==> config.mk <==
export PLATFORM = sky130hd
export DESIGN_NAME = traffic_power_mode_policy
export DESIGN_NICKNAME = d
export VERILOG_FILES = /design/src/rtl/tpm_pkg.sv /design/src/rtl/traffic_power_mode_policy.sv
export SDC_FILE = /design/constraint.sdc
export NUM_CORES = 1
export LEC_CHECK = 0
export BUFFER_PORTS_ARGS = -buffer_cell sky130_fd_sc_hd__clkbuf_2
export CELL_PAD_IN_SITES_DETAIL_PLACEMENT = 0
export CELL_PAD_IN_SITES_GLOBAL_PLACEMENT = 1
export CORE_MARGIN = 8
export CORE_UTILIZATION = 30
export DETAILED_ROUTE_END_ITERATION = 16
export GPL_TIMING_DRIVEN = 0
export PLACE_DENSITY = 0.58
export SETUP_SLACK_MARGIN = 0.4
export SLEW_MARGIN = 20
export SYNTH_ARGS = -nofsm -noshare
export SYNTH_HDL_FRONTEND = slang
export SYNTH_SLANG_ARGS = --single-unit
==> constraint.sdc <==
create_clock -name clk -period 7.7 [get_ports clk]
set_input_delay 1.155 -clock clk [delete_from_list [all_inputs] [get_ports clk]]
set_output_delay 1.155 -clock clk [all_outputs]
set_load 0.005 [all_outputs]
==> src/rtl/tpm_pkg.sv <==
// Shared constants for the traffic power mode policy block.
`timescale 1ns / 1ps
`default_nettype none
package tpm_pkg;

	localparam int COUNT_WIDTH = 16;
	localparam int TOTAL_WIDTH = 17;
	localparam int STAMP_WIDTH = 32;
	localparam int THRESH_WIDTH = 16;
	localparam int ADDR_WIDTH = 4;
	localparam int APB_DATA_WIDTH = 32;
	localparam int IN_TDATA_WIDTH = 40;
	localparam int IN_TUSER_WIDTH = 3;
	localparam int OUT_TDATA_WIDTH = 24;

	typedef logic [2:0] op_t;
	localparam op_t OP_TX = 3'd0;
	localparam op_t OP_RX = 3'd1;
	localparam op_t OP_TICK = 3'd2;
	localparam op_t OP_SESSION = 3'd3;
	localparam op_t OP_HOSTSLEEP = 3'd4;
	localparam op_t OP_DONE = 3'd5;

	typedef logic [1:0] cmd_t;
	localparam cmd_t CMD_EXIT = 2'd0;
	localparam cmd_t CMD_ENTER = 2'd1;
	localparam cmd_t CMD_UAPSD = 2'd2;
	localparam cmd_t CMD_HSCFG = 2'd3;

	typedef logic [1:0] mode_t;
	localparam mode_t MODE_ACTIVE = 2'd0;
	localparam mode_t MODE_PS = 2'd1;
	localparam mode_t MODE_UAPSD = 2'd2;
	localparam mode_t MODE_UAPSD_ALT = 2'd3;

	localparam logic [ADDR_WIDTH-1:0] ADDR_METER_ENABLE = 4'h0;
	localparam logic [ADDR_WIDTH-1:0] ADDR_EXIT_THRESHOLD = 4'h4;
	localparam logic [ADDR_WIDTH-1:0] ADDR_ENTER_THRESHOLD = 4'h8;
	localparam logic [ADDR_WIDTH-1:0] ADDR_GAP_LIMIT = 4'hC;

	localparam logic [THRESH_WIDTH-1:0] EXIT_THRESHOLD_RESET = 16'd20;
	localparam logic [THRESH_WIDTH-1:0] ENTER_THRESHOLD_RESET = 16'd5;
	localparam logic [THRESH_WIDTH-1:0] GAP_LIMIT_RESET = 16'd10;

	typedef struct packed {
		op_t operation;
		logic [STAMP_WIDTH-1:0] timestamp;
		mode_t power_mode;
		logic session_kind;
		logic session_register;
		logic link_connected;
	} item_t;

	typedef struct packed {
		logic command_valid;
		cmd_t command;
		logic meter_armed;
		logic command_pending;
		logic [TOTAL_WIDTH-1:0] traffic_total;
	} result_t;

endpackage
`default_nettype wire

==> src/rtl/traffic_power_mode_policy.sv <==
// Top level of the traffic power mode policy block.
//
// Picks the radio power mode command from packet traffic. Each stream transfer
// is one event (selected by s_axis_tuser) and yields exactly one result transfer.
// An event is taken into an input register, evaluated combinationally against
// the counters, the last two tx and rx timestamps and the session flags, and
// written into the result register together with the state update. Throughput
// is one event per clock while m_axis_tready does not hold back the result.
// Only the newest two stamps of each direction are kept, as nothing older is
// ever consulted. Registers sit on an APB port at byte addresses 0, 4, 8, 12.
`timescale 1ns / 1ps
`default_nettype none
module traffic_power_mode_policy (
	input wire logic clk,
	input wire logic arst_n,
	// stream in
	input wire logic s_axis_tvalid,
	output logic s_axis_tready,
	// timestamp[31:0], power_mode[33:32], session_kind[34],
	// session_register[35], link_connected[36], zero pad [39:37]
	input wire logic [tpm_pkg::IN_TDATA_WIDTH-1:0] s_axis_tdata,
	// operation[2:0]
	input wire logic [tpm_pkg::IN_TUSER_WIDTH-1:0] s_axis_tuser,
	// stream out
	output logic m_axis_tvalid,
	input wire logic m_axis_tready,
	// command_valid[0], command[2:1], meter_armed[3], command_pending[4],
	// traffic_total[21:5], zero pad [23:22]
	output logic [tpm_pkg::OUT_TDATA_WIDTH-1:0] m_axis_tdata,
	// APB
	input wire logic psel,
	input wire logic penable,
	input wire logic pwrite,
	input wire logic [tpm_pkg::ADDR_WIDTH-1:0] paddr,
	input wire logic [tpm_pkg::APB_DATA_WIDTH-1:0] pwdata,
	output logic [tpm_pkg::APB_DATA_WIDTH-1:0] prdata,
	output logic pready
);
	import tpm_pkg::*;

	// configuration
	logic meter_enable_q;
	logic [THRESH_WIDTH-1:0] exit_threshold_q;
	logic [THRESH_WIDTH-1:0] enter_threshold_q;
	logic [THRESH_WIDTH-1:0] gap_limit_q;
	logic cfg_write;

	// state
	logic [COUNT_WIDTH-1:0] tx_count_q, rx_count_q;
	logic [STAMP_WIDTH-1:0] tx_new_q, tx_old_q, rx_new_q, rx_old_q;
	logic armed_q, pending_q, data_flag_q, voice_flag_q;
	cmd_t pending_code_q;

	// pipeline
	logic s1_valid_q;
	item_t item_s1;
	logic out_valid_q;
	result_t result_s2;
	logic advance;

	// next-state values
	logic [COUNT_WIDTH-1:0] tx_count_d, rx_count_d;
	logic [STAMP_WIDTH-1:0] tx_new_d, tx_old_d, rx_new_d, rx_old_d;
	logic armed_d, pending_d, data_flag_d, voice_flag_d;
	cmd_t pending_code_d;
	result_t result_d;

	assign pready = 1'b1;
	assign cfg_write = psel && penable && pwrite && pready;

	always_comb begin
		unique case (paddr)
			ADDR_METER_ENABLE: prdata = {{(APB_DATA_WIDTH-1){1'b0}}, meter_enable_q};
			ADDR_EXIT_THRESHOLD: prdata = {{(APB_DATA_WIDTH-THRESH_WIDTH){1'b0}},
				exit_threshold_q};
			ADDR_ENTER_THRESHOLD: prdata = {{(APB_DATA_WIDTH-THRESH_WIDTH){1'b0}},
				enter_threshold_q};
			ADDR_GAP_LIMIT: prdata = {{(APB_DATA_WIDTH-THRESH_WIDTH){1'b0}}, gap_limit_q};
			default: prdata = '0;
		endcase
	end

	always_ff @(posedge clk or negedge arst_n) begin
		if (!arst_n) begin
			meter_enable_q <= 1'b1;
			exit_threshold_q <= EXIT_THRESHOLD_RESET;
			enter_threshold_q <= ENTER_THRESHOLD_RESET;
			gap_limit_q <= GAP_LIMIT_RESET;
		end else if (cfg_write) begin
			unique case (paddr)
				ADDR_METER_ENABLE: meter_enable_q <= pwdata[0];
				ADDR_EXIT_THRESHOLD: exit_threshold_q <= pwdata[THRESH_WIDTH-1:0];
				ADDR_ENTER_THRESHOLD: enter_threshold_q <= pwdata[THRESH_WIDTH-1:0];
				ADDR_GAP_LIMIT: gap_limit_q <= pwdata[THRESH_WIDTH-1:0];
				default: ;
			endcase
		end
	end

	// handshake: input register frees when its item moves to the result register
	assign advance = s1_valid_q && (!out_valid_q || m_axis_tready);
	assign s_axis_tready = !s1_valid_q || advance;
	assign m_axis_tvalid = out_valid_q;
	assign m_axis_tdata = {2'b00, result_s2.traffic_total, result_s2.command_pending,
		result_s2.meter_armed, result_s2.command, result_s2.command_valid};

	always_ff @(posedge clk or negedge arst_n) begin
		if (!arst_n) begin
			s1_valid_q <= 1'b0;
		end else if (s_axis_tvalid && s_axis_tready) begin
			s1_valid_q <= 1'b1;
		end else if (advance) begin
			s1_valid_q <= 1'b0;
		end
	end

	always_ff @(posedge clk) begin
		if (s_axis_tvalid && s_axis_tready) begin
			item_s1.operation <= s_axis_tuser;
			item_s1.timestamp <= s_axis_tdata[31:0];
			item_s1.power_mode <= s_axis_tdata[33:32];
			item_s1.session_kind <= s_axis_tdata[34];
			item_s1.session_register <= s_axis_tdata[35];
			item_s1.link_connected <= s_axis_tdata[36];
		end
	end

	// event evaluation
	always_comb begin
		logic [COUNT_WIDTH-1:0] tx_c, rx_c;
		logic [TOTAL_WIDTH-1:0] total;
		mode_t mode;
		logic is_pkt, record, dense, issue, keep;
		cmd_t code;
		logic [STAMP_WIDTH-1:0] t1, t2, r1, r2, tgap, rgap, skew;
		logic [STAMP_WIDTH-1:0] limit;

		tx_c = tx_count_q;
		rx_c = rx_count_q;
		if (item_s1.operation == OP_TX && tx_count_q != '1) begin
			tx_c = tx_count_q + 1'b1;
		end
		if (item_s1.operation == OP_RX && rx_count_q != '1) begin
			rx_c = rx_count_q + 1'b1;
		end
		total = TOTAL_WIDTH'({1'b0, tx_c} + {1'b0, rx_c});

		mode = (item_s1.power_mode == MODE_UAPSD_ALT) ? MODE_UAPSD : item_s1.power_mode;

		tx_count_d = tx_c;
		rx_count_d = rx_c;
		tx_new_d = tx_new_q;
		tx_old_d = tx_old_q;
		rx_new_d = rx_new_q;
		rx_old_d = rx_old_q;
		armed_d = armed_q;
		pending_d = pending_q;
		pending_code_d = pending_code_q;
		data_flag_d = data_flag_q;
		voice_flag_d = voice_flag_q;
		issue = 1'b0;
		code = CMD_EXIT;
		keep = 1'b1;

		is_pkt = item_s1.operation == OP_TX || item_s1.operation == OP_RX;
		record = is_pkt && meter_enable_q && !armed_q;
		if (record && item_s1.operation == OP_TX) begin
			tx_new_d = item_s1.timestamp;
			tx_old_d = tx_new_q;
		end
		if (record && item_s1.operation == OP_RX) begin
			rx_new_d = item_s1.timestamp;
			rx_old_d = rx_new_q;
		end
		t1 = tx_new_d;
		t2 = tx_old_d;
		r1 = rx_new_d;
		r2 = rx_old_d;
		tgap = t1 - t2;
		rgap = r1 - r2;
		skew = (r1 > t1) ? (r1 - t1) : (t1 - r1);
		limit = {{(STAMP_WIDTH-THRESH_WIDTH){1'b0}}, gap_limit_q};
		dense = (tgap < limit) && (rgap < limit) && (skew < limit);

		unique case (item_s1.operation)
			OP_TX, OP_RX: begin
				if (record) begin
					if (data_flag_q) begin
						issue = 1'b1;
						code = CMD_EXIT;
					end else if (voice_flag_q) begin
						issue = 1'b1;
						code = CMD_UAPSD;
					end else if (dense) begin
						issue = 1'b1;
						code = CMD_EXIT;
					end
				end
			end
			OP_TICK: begin
				if (armed_q) begin
					if (!meter_enable_q) begin
						keep = 1'b0;
					end else if (!pending_q) begin
						priority if (data_flag_q) begin
							if (mode != MODE_ACTIVE) begin
								issue = 1'b1;
								code = CMD_EXIT;
							end
						end else if (mode == MODE_UAPSD) begin
							if (!voice_flag_q) begin
								issue = 1'b1;
								if (total >= {1'b0, exit_threshold_q}) begin
									code = CMD_EXIT;
								end else begin
									code = CMD_ENTER;
									keep = 1'b0;
								end
							end
						end else if (mode == MODE_PS) begin
							priority if (voice_flag_q) begin
								issue = 1'b1;
								code = CMD_UAPSD;
							end else if (total >= {1'b0, exit_threshold_q}) begin
								issue = 1'b1;
								code = CMD_EXIT;
							end else begin
								keep = 1'b0;
							end
						end else begin
							if (voice_flag_q) begin
								issue = 1'b1;
								code = CMD_UAPSD;
							end else if (total <= {1'b0, enter_threshold_q}) begin
								issue = 1'b1;
								code = CMD_ENTER;
								keep = 1'b0;
							end
						end
					end
					tx_count_d = '0;
					rx_count_d = '0;
					armed_d = keep;
				end
			end
			OP_SESSION: begin
				if (item_s1.session_kind) begin
					voice_flag_d = item_s1.session_register;
				end else begin
					data_flag_d = item_s1.session_register;
				end
			end
			OP_HOSTSLEEP: begin
				if (meter_enable_q) begin
					issue = 1'b1;
					code = CMD_HSCFG;
				end
			end
			OP_DONE: begin
				if (pending_q) begin
					if (!meter_enable_q) begin
						armed_d = 1'b0;
					end else if (pending_code_q == CMD_EXIT || pending_code_q == CMD_UAPSD) begin
						if (item_s1.link_connected) begin
							if (!armed_q) begin
								tx_count_d = '0;
								rx_count_d = '0;
								armed_d = 1'b1;
							end
						end else begin
							armed_d = 1'b0;
						end
					end else if (pending_code_q == CMD_ENTER) begin
						armed_d = 1'b0;
					end
					pending_d = 1'b0;
					pending_code_d = CMD_EXIT;
				end
			end
			default: ;
		endcase

		// a command goes out only with metering on and nothing outstanding
		if (!meter_enable_q || pending_q) begin
			issue = 1'b0;
		end
		if (issue) begin
			pending_d = 1'b1;
			pending_code_d = code;
		end else begin
			code = CMD_EXIT;
		end

		result_d.command_valid = issue;
		result_d.command = code;
		result_d.meter_armed = armed_d;
		result_d.command_pending = pending_d;
		result_d.traffic_total = total;
	end

	always_ff @(posedge clk or negedge arst_n) begin
		if (!arst_n) begin
			tx_count_q <= '0;
			rx_count_q <= '0;
			tx_new_q <= '0;
			tx_old_q <= '0;
			rx_new_q <= '0;
			rx_old_q <= '0;
			armed_q <= 1'b0;
			pending_q <= 1'b0;
			pending_code_q <= CMD_EXIT;
			data_flag_q <= 1'b0;
			voice_flag_q <= 1'b0;
			out_valid_q <= 1'b0;
		end else begin
			if (advance) begin
				tx_count_q <= tx_count_d;
				rx_count_q <= rx_count_d;
				tx_new_q <= tx_new_d;
				tx_old_q <= tx_old_d;
				rx_new_q <= rx_new_d;
				rx_old_q <= rx_old_d;
				armed_q <= armed_d;
				pending_q <= pending_d;
				pending_code_q <= pending_code_d;
				data_flag_q <= data_flag_d;
				voice_flag_q <= voice_flag_d;
			end
			if (advance) begin
				out_valid_q <= 1'b1;
			end else if (m_axis_tready) begin
				out_valid_q <= 1'b0;
			end
		end
	end

	always_ff @(posedge clk) begin
		if (advance) begin
			result_s2 <= result_d;
		end
	end

endmodule
`default_nettype wire
### After elaboration in Yosys (flattened, before gate mapping)

Cells that the tools add are included.

| cells by class | value |
|---|---|
| $add $sub $neg | 7 |
| $lt $le $gt $ge | 6 |
| reduce and logical (&&, ||, !) cells | 37 |
| multiplexer cells | 80 |
| bitwise logic cells | 1 |
| equality and inequality tests | 15 |

Operators by type and width:

| cell | count |
|---|---|
| $mux 16 | 14 |
| $mux 32 | 5 |
| $sub 32x32->32 | 4 |
| $lt 32x16->1 | 3 |
| $pmux 16 s2 | 2 |
| $pmux 16 s4 | 1 |
| $mux 1 | 40 |
| $add 16x1->16 const B | 2 |
| $gt 32x32->1 | 1 |
| $ne 16x16->1 const B | 2 |
| $mux 2 | 15 |
| $add 16x16->17 | 1 |
| $ge 17x16->1 | 1 |
| $le 17x16->1 | 1 |
| $logic_and 1x1->1 | 12 |
| $reduce_bool 2->1 | 5 |
| $reduce_and 3->1 | 3 |
| $eq 4x4->1 const B | 2 |
| $reduce_and 2->1 | 4 |
| $eq 2x2->1 const B | 3 |
| $eq 3x2->1 const B | 2 |
| $eq 3x3->1 const B | 2 |
| $pmux 2 s3 | 1 |
| $logic_or 1x1->1 | 5 |
| other kinds (11) | 15 |

| storage, ports and cells | value |
|---|---|
| logic and storage cells | 174 |
| input port bits | 86 |
| register bits after elaboration | 279 |

### Longest topological paths before layout

Gate-level depths: netlist of run 1.

| depth | value |
|---|---|
| depth after elaboration | 18 |
| depth in mapped cells | 35 |

### Least setup slack after synthesis of run 1

Ideal clock, no wire load.

| timing | value |
|---|---|
| kind | register -> register |
| from | register meter_enable_q |
| to | register pending_code_q[0] |
| clock period less this slack | 7.990 ns |
| required time | 7.575 ns |
| stages on the path, launching flop included | 35 |
| path buffers | 6 |
| setup slack | -0.290 ns |
| data arrival time | 7.865 ns |
| path through | dfstp_2 > clkbuf_1 > nor3b_2 > nand2_1 > clkbuf_1 > buf_1 > mux2i_1 > inv_1 > ha_1 > clkbuf_1 > nand2_1 > a21oi_1 > a21oi_1 > o41ai_1 > o22a_1 > o21a_4 > buf_6 > clkbuf_1 > nor2_1 > a41o_1 > xnor2_1 > ha_1 > a22oi_1 > nand3_1 > a41oi_1 > nand4_1 > nor4_1 > nand4_1 > or4_1 > nor4_1 > nand4_1 > or4_1 > nor4_2 > o31ai_1 > o2bb2ai_1 |

| on the way | value |
|---|---|
| longest elaborated chain between the ends | 16 |
| elaborated cells on any way between the ends | 39 |

Ends and longest elaborated chain:

| element | RTL line | source |
|---|---|---|
| from (decl) | traffic_power_mode_policy.sv:42 | `logic meter_enable_q;` |
| from (signal assigned) | traffic_power_mode_policy.sv:91 | `ADDR_METER_ENABLE: meter_enable_q <= pwdata[0];` |
| $logic_and 1x1->1 (*) (2 in a row) | traffic_power_mode_policy.sv:166 | `record = is_pkt && meter_enable_q && !armed_q;` |
| $logic_and 1x1->1 (*) | traffic_power_mode_policy.sv:171 | `if (record && item_s1.operation == OP_RX) begin` |
| $mux 32 (*) | traffic_power_mode_policy.sv:171 |  |
| net rx_new_d[22] | traffic_power_mode_policy.sv:63 | `logic [STAMP_WIDTH-1:0] tx_new_d, tx_old_d, rx_new_d, rx_old_d;` |
| $sub 32x32->32, or another cell as far along | traffic_power_mode_policy.sv:181 | `skew = (r1 > t1) ? (r1 - t1) : (t1 - r1);` |
| $mux 32 or $lt 32x16->1 (tied branches) | traffic_power_mode_policy.sv:181, traffic_power_mode_policy.sv:183 |  |
| $lt 32x16->1 or $logic_and 1x1->1 (tied branches) | traffic_power_mode_policy.sv:183 | `dense = (tgap < limit) && (rgap < limit) && (skew < limit);` |
| $logic_and 1x1->1 (*) | traffic_power_mode_policy.sv:183 |  |
| $mux 1 (*) | traffic_power_mode_policy.sv:194 | `end else if (dense) begin` |
| $mux 1 (*) | traffic_power_mode_policy.sv:191 | `end else if (voice_flag_q) begin` |
| $mux 1 (*) | traffic_power_mode_policy.sv:188 | `if (data_flag_q) begin` |
| $mux 1 (*) | traffic_power_mode_policy.sv:187 | `if (record) begin` |
| $pmux 1 s3 (*) | traffic_power_mode_policy.sv:185 | `unique case (item_s1.operation)` |
| $mux 1 (*) | traffic_power_mode_policy.sv:284 | `if (!meter_enable_q \|\| pending_q) begin` |
| $reduce_bool 2->1 (no line) | n/a |  |
| $reduce_and 3->1 (no line) | n/a |  |
| to (signal assigned) | traffic_power_mode_policy.sv:325 | `pending_code_q <= pending_code_d;` |
| to (decl) | traffic_power_mode_policy.sv:52 | `cmd_t pending_code_q;` |

The timed path passes the listed nets; every way through them passes the cells marked *.
A chain may end at the register's enable or synchronous reset.

### Worst setup path in the final report of run 1

| timing | value |
|---|---|
| from | register meter_enable_q |
| to | register pending_code_q[1] |

| on the way | value |
|---|---|
| longest elaborated chain between the ends | 16 |
| elaborated cells on any way between the ends | 39 |

Ends and longest elaborated chain:

| element | RTL line |
|---|---|
| $logic_and 1x1->1 (2 in a row) | traffic_power_mode_policy.sv:166 |
| $logic_and 1x1->1 (on tied branches) | traffic_power_mode_policy.sv:167, traffic_power_mode_policy.sv:171 |
| $mux 32 (on tied branches) | traffic_power_mode_policy.sv:167, traffic_power_mode_policy.sv:171 |
| $sub 32x32->32, or another cell as far along | traffic_power_mode_policy.sv:181 |
| $mux 32 or $lt 32x16->1 (tied branches) | traffic_power_mode_policy.sv:181, traffic_power_mode_policy.sv:183 |
| $lt 32x16->1 or $logic_and 1x1->1 (tied branches) | traffic_power_mode_policy.sv:183 |
| $logic_and 1x1->1 | traffic_power_mode_policy.sv:183 |
| $mux 1 | traffic_power_mode_policy.sv:194 |
| $mux 1 | traffic_power_mode_policy.sv:191 |
| $mux 1 | traffic_power_mode_policy.sv:188 |
| $mux 1 | traffic_power_mode_policy.sv:187 |
| $pmux 1 s3 | traffic_power_mode_policy.sv:185 |
| $mux 1 | traffic_power_mode_policy.sv:284 |
| $reduce_bool 2->1 (no line) | n/a |
| $reduce_and 3->1 (no line) | n/a |

Parallel ways exist; a longest one is shown, timed or not.

==> impl_metrics.tcl, run 1 <==
set metrics [dict create \
    status "finished, violations left" \
    violations "setup timing" \
    finalCritPeriodShare_pct 106 \
    cts_tree "done" \
    cts_made_buffers 36 \
    cp_slowest_cell "or4_4" \
    synth_top_area_share_pct 23.6 \
    final-setup-viol-count 7 \
    via_count 20900 \
    coreArea_um2 74100 \
    row_count 100 \
    cpPeakStageDelay_ps 630 \
    hold_class "reg -> reg" \
    ys_async_sr_fraction_pct 77.8 \
    synthXorXnorAreaFrac_pct 4.44 \
    min_from "rx_old_q[0]" \
    place_hpwl_mm 69.5 \
    fmaxAchievable_mhz 122 \
    synth-edff-count 62 \
    postSynthCellCount 2587 \
    rrSetupSlack_ps -490 \
    grt_pass1_vias 20600 \
    synth.avg_cell_area_um2 8.62 \
    required_ps 8120 \
    leakage_nw 13.4 \
    path_clk_slew_ps 60 \
    die_x_um 289 \
    die-area_um2 83300 \
    drt_pass1_iterations 6 \
    detail_route.vias_per_cell 5.47 \
    fin_util_pct 36.7 \
    yosys.area_share.simple_pct 14.9 \
    postCtsHoldBufs 0 \
    cp_max_fo 5 \
    min_to "rx_old_q[0]" \
    nFillCells 7615 \
    path_common_cell "nand4_1" \
    crit_buf_inv 8 \
    crit_family "simple AND/OR/NAND/NOR gates" \
    cts.sink_count 279 \
    relSlewSlack_pct 20.5 \
    worstHoldPathCells 2 \
    path_class "reg -> reg" \
    p_per_area_nw_per_um2 488 \
    period_needed_ps 8190 \
    synth-warning-count 0 \
    synth_mux_area_share_pct 6.77 \
    ir_worst_vdd_mv 0.240 \
    slew_violations 0 \
    io_pins 145 \
    start_util_pct 30.1 \
    synth_seq_cells 279 \
    synth.area.top_cells "dfrtp_1, ha_1, edfxtp_1" \
    stdcell_area_um2 27200 \
    drcViolationCount 0 \
    grtUsageTotal_pct 20.9 \
    gr-total-overflow 0 \
    drt_wl_total_mm 89.1 \
    dp_slack_ps -2900 \
    gp_congestion 0.922 \
    r2r-end "pending_code_q[1]" \
    grt_max_degree 87 \
    skew_ps 27.8 \
    synth.yosys.seq_area_share_pct 32.7 \
    fin_nets 3134 \
    synth_compound_area_share_pct 22.6 \
    synth_fa_ha_area_share_pct 12.7 \
    drt_iter0_drc 1643 \
    fin_ws_ps -488 \
    ff2ff_path_depth 34 \
    endpoint_kind "register" \
    worst_pin_slew_ps 1190 \
    port_buffers 106 \
    arrival_ps 8610 \
    ant_nets 0 \
    placed_area_um2 24300 \
    drive_gt1_share_pct 15.5 \
    ys.flop_type "dfrtp_1" \
    cts_root_buffer "clkbuf_16" \
    seq_area_um2 7300 \
    htree_levels 2 \
    cap_violations 0 \
    grt_pass1_wl_mm 133 \
    whs_ps 474 \
    cp-start-kind "register" \
    syn-cell-area_um2 22300 \
    antennaDiodeCount 0 \
    synth_top_family_by_area "compound AO/OA/AOI/OAI gates" \
    yosysTopAreaCell "dfrtp_1" \
    hold_viol 0 \
    areaGrowthSynthToFinish_pct 22.0 \
    die_h_um 289 \
    clk_path_buf_depth 3 \
    insertion_delay_ps 560 \
    antenna_found_initial 1 \
    rsz0062_at_grt "yes" \
    yosysUniqueCellTypes 85 \
    r2r_start "meter_enable_q" \
    multi_input_area_um2 14600 \
    wl_per_cell_um 23.3 \
]
metal layers:
layer	track usage (%)	routed length, µm	up-vias
met5	0	0	-
met2	35.6	42000	602
met1	28.1	40400	10300
met3	2.65	4470	83
li1	-	-	9864
met4	4.85	2190	0
layout by cell type, fill, tap and decap left out, types with 12 or more instances in the layout:
| cell | n |
|---|---|
| xnor2_1 | 60 |
| o211ai_1 | 20 |
| edfxtp_1 | 62 |
| dfrtp_1 | 209 |
| o21ai_0 | 290 |
| clkbuf_1 | 82 |
| nand2b_1 | 21 |
| inv_1 | 178 |
| buf_4 | 85 |
| mux2i_2 | 13 |
| a21oi_1 | 136 |
| nand2_1 | 322 |
| and3_1 | 15 |
| xor2_1 | 53 |
| mux2_2 | 12 |
| nor2_1 | 102 |
| clkbuf_16 | 42 |
| ha_1 | 211 |
| nand3_1 | 52 |
| a21o_1 | 71 |
| conb_1 | 19 |
| o21a_1 | 34 |
| and2_1 | 14 |
| nor3_1 | 24 |
| o31ai_1 | 21 |
| clkbuf_2 | 110 |
| nor2b_1 | 18 |
| nand4_1 | 58 |
| a222oi_1 | 16 |
| a31oi_1 | 18 |
| mux2i_1 | 99 |
| a211oi_1 | 21 |
| mux2i_4 | 24 |
| o21bai_1 | 12 |
power breakdown:
group | internal (mW) | switching (mW)
Sequential | 1.72 | 0.173
Combinational | 3.88 | 5.77
Clock | 1.04 | 0.695
Total | 6.64 | 6.64
worst min-delay path: cells and delay by family (launching register included):
family / cells / cell delay (ps)
DFF: 1 / 340
and+or+nand+nor: 2 / 100
cell type report:
type / count / area share (%)
Clock buffer: 52 / 3.79
Inverter: 180 / 2.48
Multi-Input combinational cell: 2006 / 53.8
Tap cell: 969 / 4.46
Buffer: 139 / 3.44
Timing Repair Buffer: 183 / 4.57
Clock inverter: 13 / 0.580
Sequential cell: 279 / 26.8
repair_timing:
action / in CTS / in global routing
pin swaps: 35 / 26
gates cloned: 2 / 0
setup endpoints to repair: 9 / 9
setup buffers: 56 / 13
resized for setup: 201 / 52
logic make-up (layout without fill, tap and decap cells):
group	count (synthesis)	count (layout)
multiplexers	148	148
other	2	19
adder cells (fa/ha/maj)	224	224
AO/OA/AOI/OAI	793	793
flip-flops	279	279
buffers and inverters	319	567
XOR/XNOR	113	113
AND/OR/NAND/NOR	709	709
synth_stat cells, types with 12 or more instances:
cell type,count
xor2_1,53
nor3_1,27
mux2_2,12
nand4_1,58
buf_4,20
edfxtp_1,62
a31oi_1,18
a211oi_1,24
o21ai_0,297
a21o_1,71
clkbuf_1,98
nor2b_1,18
and2_1,15
o21bai_1,12
nor2_1,106
o31ai_1,23
and3_1,15
a32oi_1,12
nand2b_1,21
nand2_1,327
nor4_1,14
a21oi_1,148
a222oi_1,16
o211ai_1,20
o21a_1,34
nand3_1,54
mux2i_1,135
dfrtp_1,210
inv_1,180
xnor2_1,60
ha_1,218
buf_1,14
worst max-delay path by stage:
stage                    from                 to  depth (start not counted)
6_report       meter_enable_q  pending_code_q[1]                         34
5_1_grt        meter_enable_q    m_axis_tdata[1]                         34
4_1_cts        meter_enable_q  pending_code_q[1]                         34
3_5_place_dp   meter_enable_q    m_axis_tdata[2]                         32
3_3_place_gp   meter_enable_q    m_axis_tdata[2]                         32
2_1_floorplan  meter_enable_q  pending_code_q[0]                         35
stage by stage:
step / instances / setup TNS, ps / power, mW
2_1_floorplan: 2604 / 0 / 7.68
3_3_place_gp: 3679 / -22090 / 10.1
3_5_place_dp: 3685 / -20380 / 10.2
4_1_cts: 3808 / -1940 / 13.0
5_1_grt: 3821 / -4810 / 14.2
6_report: 3821 / -3160 / 13.3
state kept, by name, indices dropped and copies added (netlist names), 2 cells and up:
name               flops
enter_threshold_q     16
exit_threshold_q      16
gap_limit_q           16
item_s1               40
m_axis_tdata          22
pending_code_q         2
rx_count_q            16
rx_new_q              32
rx_old_q              32
tx_count_q            16
tx_new_q              32
tx_old_q              32
No activity file was read; power rests on OpenSTA's default activity.
==> inputs of run 2 (changes only) <==
--- a/config.mk
+++ b/config.mk
@@ -10,10 +10,10 @@
 export CELL_PAD_IN_SITES_GLOBAL_PLACEMENT = 1
 export CORE_MARGIN = 8
 export CORE_UTILIZATION = 30
+export CTS_CLUSTER_SIZE = 40
 export DETAILED_ROUTE_END_ITERATION = 16
 export GPL_TIMING_DRIVEN = 0
 export PLACE_DENSITY = 0.58
-export SETUP_SLACK_MARGIN = 0.4
 export SLEW_MARGIN = 20
 export SYNTH_ARGS = -nofsm -noshare
 export SYNTH_HDL_FRONTEND = slang
==> impl_metrics.tcl, run 2 (synthesis results as in run 1) <==
set metrics [dict create \
    status "finished, violations left" \
    violations "setup timing" \
    hold_viol 0 \
    largest-register "item_s1" \
    rsz0062_at_grt "yes" \
    fin_ws_ps -133 \
    leakage_nw 13.3 \
    detail_route.vias_per_cell 5.45 \
    grt_max_degree 83 \
    r2r-end "pending_code_q[1]" \
    antennaDiodeCount 0 \
    largest_reg_flops 40 \
    slew_violations 0 \
    cts_made_buffers 36 \
    path_clk_slew_ps 60 \
    gr-total-overflow 0 \
    skew_ps 24.1 \
    min_from "rx_old_q[14]" \
    worstHoldPathCells 2 \
    min_to "rx_old_q[14]" \
    tns_ps -661 \
    drt_wl_total_mm 88.4 \
    cp_max_fo 7 \
    grt_pass1_vias 20500 \
    final-setup-viol-count 7 \
    start_util_pct 30.1 \
    p_per_area_nw_per_um2 492 \
    endpoint_kind "register" \
    grt_util_met2_pct 34.4 \
    finalCritPeriodShare_pct 102 \
    gp_congestion 0.928 \
    dp_cells 3685 \
    required_ps 8130 \
    cts_tree "done" \
    die_h_um 289 \
    period_needed_ps 7830 \
    place_hpwl_mm 69.2 \
    rrSetupSlack_ps -130 \
    ant_nets 0 \
    areaGrowthSynthToFinish_pct 22.7 \
    cp-start-kind "register" \
    ff2ff_path_depth 32 \
    cp_slowest_cell "or4_4" \
    crit_buf_inv 5 \
    row_count 100 \
    grt_pass1_wl_mm 130 \
    hold_class "reg -> reg" \
    ir_worst_vdd_mv 0.238 \
    die_x_um 289 \
    worst_pin_slew_ps 1080 \
    arrival_ps 8260 \
    final_common_cell "nand2_1" \
    via_count 20700 \
    clk_path_buf_depth 3 \
    drt_iter0_drc 1578 \
    cpPeakStageDelay_ps 630 \
    die-area_um2 83300 \
    cap_violations 0 \
    p_total_mw 13.5 \
    drive_gt1_share_pct 16.0 \
    insertion_delay_ps 560 \
    r2r_start "meter_enable_q" \
    drt_pass1_iterations 6 \
    met3_usage_pct 3.17 \
    htree_levels 2 \
    crit_start "meter_enable_q" \
    grtUsageTotal_pct 20.5 \
    postCtsHoldBufs 0 \
    wl_per_cell_um 23.2 \
    port_buffers 106 \
    fmaxAchievable_mhz 128 \
    mostFrequentLayoutCells "nand2_1, o21ai_0, dfrtp_1" \
    crit_family "simple AND/OR/NAND/NOR gates" \
    gr-usage-met1_pct 26.6 \
    cts_root_buffer "clkbuf_16" \
    relSlewSlack_pct 27.7 \
    drcViolationCount 0 \
    cts.sink_count 279 \
    io_pins 145 \
    final_cells 3806 \
    fin_nets 3118 \
    top_usage_layer "met2" \
    path_class "reg -> reg" \
    antenna_found_initial 0 \
    coreArea_um2 74100 \
]
run 2: stage by stage:
stage / cell area (µm²) / utilization (%) / hold slack, ps / setup WS, ps
2_1_floorplan: 22400 / - / 440 / 12.5
3_3_place_gp: 24100 / 32.6 / 453 / -4210
6_report: 27400 / 36.9 / 479 / -133
5_1_grt: 27400 / 36.9 / 504 / -401
4_1_cts: 26800 / 36.2 / 482 / -205
3_5_place_dp: 24300 / 32.8 / 470 / -3650
run 2: metal layers:
layer  wire (µm)  up-vias
li1            -     9851
met1       38700    10200
met2       41600      602
met3        4630      139
met4        3410        0
met5           0        -
run 2: worst max path at each step:
stage	end	cells past startpoint	slack [ps]
6_report	pending_code_q[1]	32	-130
5_1_grt	m_axis_tdata[1]	33	-400
4_1_cts	m_axis_tdata[2]	33	-200
3_5_place_dp	m_axis_tdata[2]	33	-3650
3_3_place_gp	m_axis_tdata[2]	33	-4210
2_1_floorplan	pending_code_q[0]	34	10
run 2: area by class of cell:
cell class              instances  area [µm²]
fillers                      7650       46700
multi-input cells            2006       14900
flip-flops and latches        279        7300
repair buffers                188        1300
well taps                     969        1210
clock buffers                  51        1030
plain buffers                 118         742
inverters                     180         676
clock inverters                15         195
run 2: power by group:
part	switching, mW	leakage, nW	internal, mW
registers	0.178	3.44	1.72
clock network	0.706	0.597	1.07
logic	5.80	9.22	3.98
total	6.68	13.3	6.78
run 2: worst min-delay path: cells and delay by family, from the launching register on:
kind | cells | cell delay (ps)
flops | 1 | 340
simple gates | 1 | 40
compound gates | 1 | 60
run 2: repair_timing:
action                                  CTS  global route
endpoints found under the setup margin    9             9
pin swaps                                37            36
gates cloned                              2             2
setup buffers                            40            32
gates resized for setup                 204            66
==> inputs of run 3 (changes only) <==
--- a/config.mk
+++ b/config.mk
@@ -5,15 +5,15 @@
 export SDC_FILE = /design/constraint.sdc
 export NUM_CORES = 1
 export LEC_CHECK = 0
-export BUFFER_PORTS_ARGS = -buffer_cell sky130_fd_sc_hd__clkbuf_2
 export CELL_PAD_IN_SITES_DETAIL_PLACEMENT = 0
 export CELL_PAD_IN_SITES_GLOBAL_PLACEMENT = 1
 export CORE_MARGIN = 8
 export CORE_UTILIZATION = 30
 export CTS_CLUSTER_SIZE = 40
 export DETAILED_ROUTE_END_ITERATION = 16
+export DONT_BUFFER_PORTS = 1
 export GPL_TIMING_DRIVEN = 0
-export PLACE_DENSITY = 0.58
+export PLACE_DENSITY = 0.55
 export SLEW_MARGIN = 20
 export SYNTH_ARGS = -nofsm -noshare
 export SYNTH_HDL_FRONTEND = slang
==> constraint.sdc (replaced) <==
create_clock -name clk -period 7.7 [get_ports clk]
set_input_delay 1.54 -clock clk [delete_from_list [all_inputs] [get_ports clk]]
set_output_delay 1.54 -clock clk [all_outputs]
set_load 0.005 [all_outputs]
==> impl_metrics.tcl, run 3 (synthesis results as in run 1) <==
set metrics [dict create \
    r2r_start "meter_enable_q" \
    cap_violations 0 \
    required_ps 8100 \
    finalCritPeriodShare_pct 100 \
    ir_worst_vdd_mv 0.218 \
    crit_start "meter_enable_q" \
    grt_pass1_wl_mm 131 \
    cpPeakStageDelay_ps 600 \
    seq_power_share_pct 14.6 \
    endpoint_kind "register" \
    drive_gt1_share_pct 11.7 \
    place_hpwl_mm 69.7 \
    p_comb_share_pct 71.5 \
    arrival_ps 8100 \
    tns_ps 0 \
    hold_viol 0 \
    relSlewSlack_pct 28.3 \
    largest_reg_flops 40 \
    grt_pass1_vias 19800 \
    final_common_cell "nand2_1" \
    cp_slowest_cell "dfstp_2" \
    drt_wl_total_mm 89.2 \
    min_from "rx_old_q[21]" \
    whs_ps 478 \
    insertion_delay_ps 580 \
    mostFrequentLayoutCells "nand2_1, o21ai_0, dfrtp_1" \
    hold_class "reg -> reg" \
    drt_iter0_drc 1604 \
    nFillCells 7628 \
    drcViolationCount 0 \
    coreArea_um2 74100 \
    areaGrowthSynthToFinish_pct 18.6 \
    p_int_mw 6.49 \
    antenna_found_initial 3 \
    row_count 100 \
    via_count 20300 \
    clk_path_buf_depth 3 \
    grt_max_degree 218 \
    postCtsHoldBufs 0 \
    fmaxAchievable_mhz 130 \
    final-setup-viol-count 0 \
    cts_made_buffers 38 \
    worst_pin_slew_ps 1070 \
    path_class "reg -> reg" \
    htree_levels 2 \
    port_buffers 0 \
    ff2ff_path_depth 32 \
    grtUsageTotal_pct 20.7 \
    start_util_pct 30.1 \
    ant_nets 0 \
    fin_nets 2989 \
    path_common_cell "nand4_1" \
    slew_violations 0 \
    p_switching_mw 6.54 \
    leakage_nw 12.7 \
    status "finished clean" \
    worstHoldPathCells 2 \
    p_per_area_nw_per_um2 493 \
    largest-register "item_s1" \
    die_x_um 289 \
    cts_tree "done" \
    gp_congestion 0.898 \
    drt_pass1_iterations 8 \
    swShare_pct 50.2 \
    gr-total-overflow 0 \
    cts.sink_count 279 \
    cp-start-kind "register" \
    cp_max_fo 8 \
    io_pins 145 \
    die-area_um2 83300 \
    die_h_um 289 \
    wl_per_cell_um 24.2 \
    path_clk_slew_ps 50 \
    clkPwrFrac_pct 13.9 \
    detail_route.vias_per_cell 5.51 \
    skew_ps 30.8 \
    rsz0062_at_grt "yes" \
    cts_root_buffer "clkbuf_16" \
    period_needed_ps 7700 \
]
-- run 3: cell count changes in the layout (fill, tap and decap cells not counted), moves of 3 or more --
| cell | change |
|---|---|
| clkbuf_2 | -106 |
| buf_4 | -22 |
| mux2i_2 | +9 |
| clkbuf_8 | -7 |
| mux2i_4 | -7 |
| a21oi_2 | +6 |
| clkinv_1 | +5 |
| a21oi_4 | -4 |
| diode_2 | +4 |
| buf_6 | -3 |
| clkinv_2 | +3 |
-- run 3: through the flow --
stage / power, mW / instances / util, % / setup slack (ps) / instance area (µm²)
final: 13.0 / 3683 / 35.7 / 0.950 / 26500
after global routing: 13.9 / 3679 / 35.7 / -317 / 26400
after CTS: 12.8 / 3666 / 35.2 / -276 / 26100
after detailed placement: 10.2 / 3578 / 32.0 / -3850 / 23700
after global placement: 10.1 / 3573 / 31.8 / -4410 / 23600
after floorplan: 7.67 / 2604 / - / 12.5 / 22400
-- run 3: power groups by stage --
stage               clock network, mW  logic [mW]  registers [mW]
floorplan                           0        5.82            1.85
global placement                    0        8.23            1.90
detailed placement                  0        8.26            1.90
CTS                              1.86        9.03            1.90
global route                     1.92        10.1            1.94
finish                           1.81        9.32            1.91
-- run 3: repair_timing --
| action | in CTS | in global routing |
|---|---|---|
| cloned | 3 | 2 |
| gates resized for setup | 189 | 63 |
| pin swaps | 23 | 15 |
| setup endpoints to repair | 9 | 9 |
| setup buffers | 31 | 15 |
-- run 3: worst paths after layout --
path                                   end  slack [ps]
max in group asynchronous     tx_new_q[18]        6410
hold / removal                rx_old_q[21]         480
setup reg to reg           m_axis_tdata[2]           1
setup / recovery           m_axis_tdata[2]           1
min in group asynchronous   tx_count_q[11]         680
hold reg to reg               rx_old_q[21]         480
-- run 3: layout make-up --
type	count	area (µm²)	share of cell area (%)
plain buffers	119	717	2.71
inverters	180	676	2.55
flip-flops and latches	279	7300	27.6
diodes	4	10.0	0.0378
well taps	969	1210	4.58
clock buffers	49	1020	3.87
clock inverters	21	225	0.851
multi-input cells	2007	14800	55.8
repair buffers	55	532	2.01
-- run 3: worst max-delay path: cells and delay by family (launching register included) --
kind                     cells  cell delay (ps)
AO/OA/AOI/OAI               12             2340
XOR/XNOR                     1              120
adder cells (fa/ha/maj)      2              500
buffers and inverters        5              800
flip-flops                   1              600
multiplexers                 1              230
AND/OR/NAND/NOR             11             2900
-- run 3: routing by layer --
layer	part of all wire, %	track usage (%)	up-vias
met2	47	35.5	619
li1	-	-	9594
met4	2.7	5.29	2
met1	45	27.6	9987
met5	0.015	0	-
met3	5.1	2.56	106
